File: src/rtl/core/jcs_pkg.sv
// shared types and constants for the jsonc comment stripper
// no dependencies; used by every module in rtl/core
package jcs_pkg;

  localparam int unsigned FifoDepth = 2;

  localparam logic [7:0] ChNl    = 8'h0A;
  localparam logic [7:0] ChStar  = 8'h2A;
  localparam logic [7:0] ChSlash = 8'h2F;
  localparam logic [7:0] ChQuote = 8'h22;
  localparam logic [7:0] ChBsl   = 8'h5C;

  typedef enum logic [6:0] {
    ModeNormal = 7'b0000001,
    ModeSlash  = 7'b0000010,
    ModeLine   = 7'b0000100,
    ModeBlock  = 7'b0001000,
    ModeBstar  = 7'b0010000,
    ModeStr    = 7'b0100000,
    ModeEsc    = 7'b1000000
  } scan_mode_e;

  // one queued command: one or two output transfers
  typedef struct packed {
    logic       two;       // two transfers: data0 then data1
    logic       has_byte;  // single transfer carries a byte
    logic [7:0] data0;
    logic [7:0] data1;
    logic       last;
  } cmd_t;

endpackage

File: src/rtl/core/jcs_front.sv
// front end: accepts input bytes, runs the scan mode machine, queues commands
// depends on jcs_pkg
module jcs_front (
  input  logic                clk_i,
  input  logic                rst_ni,
  input  logic                s_axis_tvalid_i,
  output logic                s_axis_tready_o,
  input  logic [7:0]          s_axis_tdata_i,  // [7:0] in_byte
  input  logic                s_axis_tlast_i,
  input  logic                q_full_i,
  output logic                q_push_o,
  output jcs_pkg::cmd_t       q_cmd_o
);

  jcs_pkg::scan_mode_e mode_q, mode_d, next_mode;
  logic       accept;
  logic       pre_slash, emit_c, post_slash;
  logic [1:0] n_res;
  logic [7:0] c;

  assign c               = s_axis_tdata_i;
  assign s_axis_tready_o = !q_full_i;
  assign accept          = s_axis_tvalid_i && !q_full_i;

  always_comb begin
    next_mode = mode_q;
    pre_slash = 1'b0;
    emit_c    = 1'b0;
    case (mode_q)
      jcs_pkg::ModeSlash: begin
        if (c == jcs_pkg::ChSlash) begin
          next_mode = jcs_pkg::ModeLine;
        end else if (c == jcs_pkg::ChStar) begin
          next_mode = jcs_pkg::ModeBlock;
        end else begin
          // held slash goes out ahead of this byte
          pre_slash = 1'b1;
          emit_c    = 1'b1;
          next_mode = (c == jcs_pkg::ChQuote) ? jcs_pkg::ModeStr : jcs_pkg::ModeNormal;
        end
      end
      jcs_pkg::ModeLine: begin
        if (c == jcs_pkg::ChNl) begin
          emit_c    = 1'b1;
          next_mode = jcs_pkg::ModeNormal;
        end
      end
      jcs_pkg::ModeBlock: begin
        if (c == jcs_pkg::ChStar) next_mode = jcs_pkg::ModeBstar;
      end
      jcs_pkg::ModeBstar: begin
        if (c == jcs_pkg::ChSlash) begin
          next_mode = jcs_pkg::ModeNormal;
        end else if (c != jcs_pkg::ChStar) begin
          next_mode = jcs_pkg::ModeBlock;
        end
      end
      jcs_pkg::ModeStr: begin
        emit_c = 1'b1;
        if (c == jcs_pkg::ChBsl) begin
          next_mode = jcs_pkg::ModeEsc;
        end else if (c == jcs_pkg::ChQuote) begin
          next_mode = jcs_pkg::ModeNormal;
        end
      end
      jcs_pkg::ModeEsc: begin
        emit_c    = 1'b1;
        next_mode = jcs_pkg::ModeStr;
      end
      default: begin
        if (c == jcs_pkg::ChSlash) begin
          next_mode = jcs_pkg::ModeSlash;
        end else begin
          emit_c    = 1'b1;
          next_mode = (c == jcs_pkg::ChQuote) ? jcs_pkg::ModeStr : jcs_pkg::ModeNormal;
        end
      end
    endcase
  end

  // a slash still held at end of stream is flushed
  assign post_slash = s_axis_tlast_i && (next_mode == jcs_pkg::ModeSlash);
  assign n_res      = {1'b0, pre_slash} + {1'b0, emit_c} + {1'b0, post_slash};

  always_comb begin
    q_cmd_o.two      = (n_res == 2'd2);
    q_cmd_o.has_byte = (n_res != 2'd0);
    q_cmd_o.last     = s_axis_tlast_i;
    if (pre_slash) begin
      q_cmd_o.data0 = jcs_pkg::ChSlash;
    end else if (emit_c) begin
      q_cmd_o.data0 = c;
    end else if (post_slash) begin
      q_cmd_o.data0 = jcs_pkg::ChSlash;
    end else begin
      q_cmd_o.data0 = 8'h00;
    end
    q_cmd_o.data1 = (pre_slash && emit_c) ? c : jcs_pkg::ChSlash;
  end

  assign q_push_o = accept && ((n_res != 2'd0) || s_axis_tlast_i);

  always_comb begin
    mode_d = mode_q;
    if (accept) begin
      mode_d = s_axis_tlast_i ? jcs_pkg::ModeNormal : next_mode;
    end
  end

  always_ff @(posedge clk_i or negedge rst_ni) begin
    if (!rst_ni) begin
      mode_q <= jcs_pkg::ModeNormal;
    end else begin
      mode_q <= mode_d;
    end
  end

  a_last_resets_mode: assert property (@(posedge clk_i) disable iff (!rst_ni)
    accept && s_axis_tlast_i |=> mode_q == jcs_pkg::ModeNormal)
    else $error("mode not back to normal after last transfer");

  a_last_always_pushes: assert property (@(posedge clk_i) disable iff (!rst_ni)
    accept && s_axis_tlast_i |-> q_push_o)
    else $error("last transfer produced no command");

endmodule

File: src/rtl/core/jcs_fifo.sv
// short command queue between front and back end
// depends on jcs_pkg
module jcs_fifo #(
  parameter int unsigned Depth = jcs_pkg::FifoDepth
) (
  input  logic          clk_i,
  input  logic          rst_ni,
  input  logic          push_i,
  input  jcs_pkg::cmd_t push_cmd_i,
  output logic          full_o,
  input  logic          pop_i,
  output jcs_pkg::cmd_t head_o,
  output logic          empty_o
);

  localparam int unsigned PtrW = (Depth > 1) ? $clog2(Depth) : 1;
  localparam int unsigned CntW = $clog2(Depth + 1);
  localparam logic [PtrW-1:0] LastPtr = PtrW'(Depth - 1);
  localparam logic [CntW-1:0] FullCnt = CntW'(Depth);

  jcs_pkg::cmd_t   mem_q [Depth];
  logic [PtrW-1:0] wr_ptr_q, wr_ptr_d, rd_ptr_q, rd_ptr_d;
  logic [CntW-1:0] cnt_q, cnt_d;
  logic            do_push, do_pop;

  assign full_o  = (cnt_q == FullCnt);
  assign empty_o = (cnt_q == '0);
  assign do_push = push_i && !full_o;
  assign do_pop  = pop_i && !empty_o;
  assign head_o  = mem_q[rd_ptr_q];

  always_comb begin
    wr_ptr_d = wr_ptr_q;
    rd_ptr_d = rd_ptr_q;
    cnt_d    = cnt_q;
    if (do_push) wr_ptr_d = (wr_ptr_q == LastPtr) ? '0 : wr_ptr_q + 1'b1;
    if (do_pop)  rd_ptr_d = (rd_ptr_q == LastPtr) ? '0 : rd_ptr_q + 1'b1;
    if (do_push && !do_pop) begin
      cnt_d = cnt_q + 1'b1;
    end else if (do_pop && !do_push) begin
      cnt_d = cnt_q - 1'b1;
    end
  end

  always_ff @(posedge clk_i or negedge rst_ni) begin
    if (!rst_ni) begin
      wr_ptr_q <= '0;
      rd_ptr_q <= '0;
      cnt_q    <= '0;
    end else begin
      wr_ptr_q <= wr_ptr_d;
      rd_ptr_q <= rd_ptr_d;
      cnt_q    <= cnt_d;
    end
  end

  always_ff @(posedge clk_i) begin
    if (do_push) mem_q[wr_ptr_q] <= push_cmd_i;
  end

  a_cnt_bound: assert property (@(posedge clk_i) disable iff (!rst_ni)
    cnt_q <= FullCnt)
    else $error("queue count overflow");

endmodule

File: src/rtl/core/jcs_back.sv
// back end: expands queued commands into output transfers via an output register
// depends on jcs_pkg
module jcs_back (
  input  logic          clk_i,
  input  logic          rst_ni,
  input  jcs_pkg::cmd_t head_i,
  input  logic          empty_i,
  output logic          pop_o,
  output logic          m_axis_tvalid_o,
  input  logic          m_axis_tready_i,
  output logic [7:0]    m_axis_tdata_o,  // [7:0] out_byte
  output logic          m_axis_tuser_o,  // [0] has_byte
  output logic          m_axis_tlast_o
);

  logic       out_valid_q, out_valid_d;
  logic [7:0] out_data_q, out_data_d;
  logic       out_has_q, out_has_d;
  logic       out_last_q, out_last_d;
  logic       pend_q, pend_d;
  logic [7:0] pend_data_q, pend_data_d;
  logic       pend_last_q, pend_last_d;
  logic       load;

  assign load  = !out_valid_q || m_axis_tready_i;
  assign pop_o = load && !pend_q && !empty_i;

  always_comb begin
    out_valid_d = out_valid_q;
    out_data_d  = out_data_q;
    out_has_d   = out_has_q;
    out_last_d  = out_last_q;
    pend_d      = pend_q;
    pend_data_d = pend_data_q;
    pend_last_d = pend_last_q;
    if (load) begin
      if (pend_q) begin
        // second half of a two-transfer command
        out_valid_d = 1'b1;
        out_data_d  = pend_data_q;
        out_has_d   = 1'b1;
        out_last_d  = pend_last_q;
        pend_d      = 1'b0;
      end else if (!empty_i) begin
        out_valid_d = 1'b1;
        out_data_d  = head_i.data0;
        if (head_i.two) begin
          out_has_d   = 1'b1;
          out_last_d  = 1'b0;
          pend_d      = 1'b1;
          pend_data_d = head_i.data1;
          pend_last_d = head_i.last;
        end else begin
          out_has_d  = head_i.has_byte;
          out_last_d = head_i.last;
        end
      end else begin
        out_valid_d = 1'b0;
      end
    end
  end

  always_ff @(posedge clk_i or negedge rst_ni) begin
    if (!rst_ni) begin
      out_valid_q <= 1'b0;
      pend_q      <= 1'b0;
    end else begin
      out_valid_q <= out_valid_d;
      pend_q      <= pend_d;
    end
  end

  always_ff @(posedge clk_i) begin
    out_data_q  <= out_data_d;
    out_has_q   <= out_has_d;
    out_last_q  <= out_last_d;
    pend_data_q <= pend_data_d;
    pend_last_q <= pend_last_d;
  end

  assign m_axis_tvalid_o = out_valid_q;
  assign m_axis_tdata_o  = out_data_q;
  assign m_axis_tuser_o  = out_has_q;
  assign m_axis_tlast_o  = out_last_q;

  a_pend_needs_out: assert property (@(posedge clk_i) disable iff (!rst_ni)
    pend_q |-> out_valid_q && out_has_q && !out_last_q)
    else $error("pending second transfer without its first in the output");

  a_bare_marker: assert property (@(posedge clk_i) disable iff (!rst_ni)
    out_valid_q && !out_has_q |-> out_last_q && out_data_q == 8'h00)
    else $error("byteless transfer not a clean end marker");

endmodule

File: src/rtl/core/jsonc_comment_stripper_core.sv
// path: a byte reaches the output through the command queue and then the output register
// throughput: one input transfer per cycle while the queue has room; one output transfer per
//   cycle while the sink is ready; a repaid held slash makes two transfers, absorbed by the queue
// reset: rst_ni asynchronous active low; scan mode back to normal, queue and output emptied
// top level: front end, command queue, back end; depends on jcs_pkg
module jsonc_comment_stripper_core #(
  parameter int unsigned FIFO_DEPTH = jcs_pkg::FifoDepth
) (
  input  logic       clk_i,
  input  logic       rst_ni,
  input  logic       s_axis_tvalid_i,
  output logic       s_axis_tready_o,
  input  logic [7:0] s_axis_tdata_i,   // [7:0] in_byte
  input  logic       s_axis_tlast_i,   // in_last
  output logic       m_axis_tvalid_o,
  input  logic       m_axis_tready_i,
  output logic [7:0] m_axis_tdata_o,   // [7:0] out_byte
  output logic       m_axis_tuser_o,   // [0] has_byte
  output logic       m_axis_tlast_o    // out_last
);

  jcs_pkg::cmd_t push_cmd, head_cmd;
  logic          q_full, q_push, q_pop, q_empty;

  jcs_front u_front (
    .clk_i           (clk_i),
    .rst_ni          (rst_ni),
    .s_axis_tvalid_i (s_axis_tvalid_i),
    .s_axis_tready_o (s_axis_tready_o),
    .s_axis_tdata_i  (s_axis_tdata_i),
    .s_axis_tlast_i  (s_axis_tlast_i),
    .q_full_i        (q_full),
    .q_push_o        (q_push),
    .q_cmd_o         (push_cmd)
  );

  jcs_fifo #(
    .Depth (FIFO_DEPTH)
  ) u_fifo (
    .clk_i      (clk_i),
    .rst_ni     (rst_ni),
    .push_i     (q_push),
    .push_cmd_i (push_cmd),
    .full_o     (q_full),
    .pop_i      (q_pop),
    .head_o     (head_cmd),
    .empty_o    (q_empty)
  );

  jcs_back u_back (
    .clk_i           (clk_i),
    .rst_ni          (rst_ni),
    .head_i          (head_cmd),
    .empty_i         (q_empty),
    .pop_o           (q_pop),
    .m_axis_tvalid_o (m_axis_tvalid_o),
    .m_axis_tready_i (m_axis_tready_i),
    .m_axis_tdata_o  (m_axis_tdata_o),
    .m_axis_tuser_o  (m_axis_tuser_o),
    .m_axis_tlast_o  (m_axis_tlast_o)
  );

endmodule
File: config.mk
export PLATFORM = sky130hd
export DESIGN_NAME = jsonc_comment_stripper_core
export DESIGN_NICKNAME = d
export VERILOG_FILES = /design/src/rtl/core/jcs_pkg.sv /design/src/rtl/core/jcs_front.sv /design/src/rtl/core/jcs_fifo.sv /design/src/rtl/core/jcs_back.sv /design/src/rtl/core/jsonc_comment_stripper_core.sv
export SDC_FILE = /design/constraint.sdc
export NUM_CORES = 1
export LEC_CHECK = 0
export ABC_AREA = 0
export BUFFER_PORTS_ARGS = -buffer_cell sky130_fd_sc_hd__buf_2
export CAP_MARGIN = 0
export CORE_AREA = 2 2 79 81
export CTS_CLUSTER_SIZE = 16
export DETAILED_ROUTE_END_ITERATION = 7
export DIE_AREA = 0 0 81 83
export PLACE_DENSITY = 0.78
export SETUP_SLACK_MARGIN = 0.2
export SLEW_MARGIN = 20
export SYNTH_ARGS = -nofsm -noshare
export SYNTH_HDL_FRONTEND = slang
export SYNTH_HIERARCHICAL = 1
export SYNTH_SLANG_ARGS = --single-unit
export TNS_END_PERCENT = 1
File: constraint.sdc
create_clock -name clk_i -period 9.5 [get_ports clk_i]
set_input_delay 0.95 -clock clk_i [delete_from_list [all_inputs] [get_ports clk_i]]
set_output_delay 0.95 -clock clk_i [all_outputs]
set_load 0.005 [all_outputs]
==> results.md <==
* Status: finished, final reports clean
* WL met2 at 2.85 mm
* XOR/XNOR Fraction of Synth Area at 2.31%
* Routed wire length at 6.08 mm
* Unique cell type count in the Yosys netlist at 57
* Die area at 6720 um2
* Gr usage total at 20.6%
* Post-synth EDFFs at 57
* Launch point of the critical path: s_axis_tdata_i[4]
* Clock skew at 9.55 ps
* Period utilisation layout at 42.6%
* Part of the power in the clock network at 27.2%
* Synthesized netlist cell count at 241
* Syn_area_per_cell at 14.1 um2
* Post-route ant nets at 0
* Largest family of logic cells by synthesized area: simple AND/OR/NAND/NOR gates
* Synth Register Bits at 70
* Top Ports at 25
* Simple-Gate Fraction of Synth Area at 15.7%
* Fin. max-slew vios at 0
* Dpl hpwl at 4.22 mm
* Root Driver: clkbuf_8
* Met1 wire length at 2.83 mm
* Max H-tree Level at 3
* Core area at 5820 um2
* Clock Tree Buf Depth at 2
* Design area at 3720 um2
* Initial Utilization at 58.6%
* Compound-gate portion of the synthesized area at 7.60%
* Least-Margin Pin Slew at 979 ps
* Hold_buf cts at 0
* Crit-path max FO at 11
* Layout cells sized above 1 at 25.5%
* Top FF cell, synth: edfxtp_1
* Vias in the first global route at 2012
* Switch Pwr at 0.264 mW
* CTS tree: built
* Pwr Density at 252 nW/um2
* Most frequent cells in the layout: edfxtp_1, buf_2, mux2_1, nor2_1, dfrtp_1
* Post-layout nets at 278
* Largest net degree at the start of global routing at 21
* P_leak at 1.30 nW
* Initial antenna violation count at 0
* # fillers at 458
* CP arrival at 4080 ps
* Final min period at 4040 ps
* Uppermost layer routed: met4
* Mux cell area share after synthesis at 9.36%
* Switching share of power at 28.2%
* Async SR Flop Fraction at 18.6%
* Starting DRT DRC Count at 124
* Worst flop-to-flop path startpoint: u_front/mode_q[5]$_DFFE_PN0P_
* Crit path launch type: input port
* Cell Area, Placed at 3500 um2
* GPL Wtd Cong at 0.891
* Port buffer count at 24
* Min-Delay Path Class: in2async
* Die Y at 83 um
* Internal cell power at 0.674 mW
* Peak supply drop at 0.000114 V
* CP endpoint kind: flip-flop
* Reg2reg path depth at 10
* Number of setup buffers added after CTS at 0
* Combinational share of power at 22.5%
* Gr ovfl total at 0
* Routed len/inst at 17.8 um
* Cts bufs inserted at 9
* Setup CP Type: in2reg
* Endpoints failing setup at 0
* Area delta synth->final at 9.03%
* Worst-path clk slew at 80 ps
* Seq pwr share at 50.3%
* Commonest non-fill, non-tap cell in the layout: edfxtp_1
* Seq/Total Area, Yosys at 59.8%
* Synth Area in Adders at 0.954%
* Final hold vios at 0
* FMAX at 247 MHz
* Die W at 81 um
* Vias at 2017
* WP data required at 9540 ps
* Drt pass-1 iters at 4
* Relative slew slack at 34.7%
* Clock latency on the worst-skew pair at 340 ps
* # resized after CTS at 0
* Warnings from Yosys at 6
* Row count at 28
* CTS Sinks at 70
* Max-cap violations at 0
* RSZ-0062 raised after global routing: no
* Final TNS setup at 0 ps
* Synthesized area at 3410 um2
* Diode count at 0
* First-pass GRT wire length at 10.2 mm
* Drt drc at 0
* Met3 wire length at 254 um
* Net Count, Synth at 256
* Post-DR vias/cell at 5.90
[through the flow]
step | setup slack, ps | utilization, % | hold WS, ps | cells | total power, mW
floorplan | 5490 | - | 461 | 241 | 0.640
global route | 5170 | 63.9 | 489 | 342 | 0.991
finish | 5460 | 63.9 | 484 | 342 | 0.938
detailed placement | 5150 | 60.3 | 487 | 327 | 0.688
CTS | 5500 | 63.9 | 490 | 342 | 0.945
global placement | 5270 | 60.3 | 487 | 327 | 0.680
[critical path: stages]
cell and delay [ps]:
buf_2 130, nor4b_2 570, nand3_2 310, nand4_4 170
nand4_4 170, fa_1 550, or2_2 120, o21a_1 120
nand2_1 90, nor2_1 570, buf_4 320
[final cells by class]
type	count	area [um2]	area share [%]
inverter	5	18.8	0.505
sequential	70	2040	54.8
clock inverter	6	87.6	2.36
tap	75	93.8	2.53
clock buffer	9	124	3.33
multi-input combinational	152	1230	33.0
timing repair buffer	25	128	3.43
[state kept, by name (all words and copies together), names as in the netlist]
register	flops
u_fifo/mem_q	38
u_back/m_axis_tdata_o	8
u_back/pend_data_q	8
u_front/mode_q	7
u_fifo/cnt_q	2
u_back/m_axis_tlast_o	1
u_back/m_axis_tuser_o	1
u_back/m_axis_tvalid_o	1
u_back/pend_last_q	1
u_back/pend_q	1
u_fifo/rd_ptr_q	1
u_fifo/wr_ptr_q	1
[Yosys cell counts, types with 5 or more instances]
library cell,n,share of area [%]
mux2_1,19,6.3
nand3_1,8,1.2
nand2_1,7,0.77
xnor2_1,5,1.3
a21o_1,7,1.5
or2_2,6,1.1
nor3_1,6,0.88
and2_1,5,0.92
buf_4,6,1.3
edfxtp_1,57,50
and3_1,7,1.3
inv_1,5,0.55
nor2_1,12,1.3
dfrtp_1,12,8.8
[path summary, 6_finish.rpt]
kind / end / slack (ps)
worst max register to register: u_fifo/mem_q[0][17]$_DFFE_PP_ / 5670
worst min register to register: u_fifo/wr_ptr_q$_DFFE_PN0N_ / 500
max in group asynchronous: u_front/mode_q[0]$_DFFE_PN1P_ / 8730
worst max-delay path: u_fifo/mem_q[0][17]$_DFFE_PP_ / 5460
worst min-delay path: u_front/mode_q[5]$_DFFE_PN0P_ / 480
min in group clk_i: u_fifo/wr_ptr_q$_DFFE_PN0N_ / 500
[power by group through the flow]
stage	Clock (mW)	Combinational [mW]	Sequential (mW)
finish	0.255	0.211	0.472
detailed placement	0	0.211	0.478
floorplan	0	0.190	0.449
global route	0.272	0.237	0.483
CTS	0.259	0.213	0.472
global placement	0	0.205	0.475
[metal layers]
metal | vias up | GRT usage [%]
li1 | 961 | -
met1 | 993 | 29.4
met2 | 50 | 29.7
met3 | 13 | 4.57
met4 | 0 | 10.0
met5 | - | 0
[cells by family after synthesis]
kind of cell / Yosys count
AND/OR/NAND/NOR: 80
flip-flops: 70
AO/OA/AOI/OAI: 34
multiplexers: 27
buffers and inverters: 19
XOR/XNOR: 9
adder cells (fa/ha/maj): 2
Note: power is estimated with default switching activity, not from simulation.
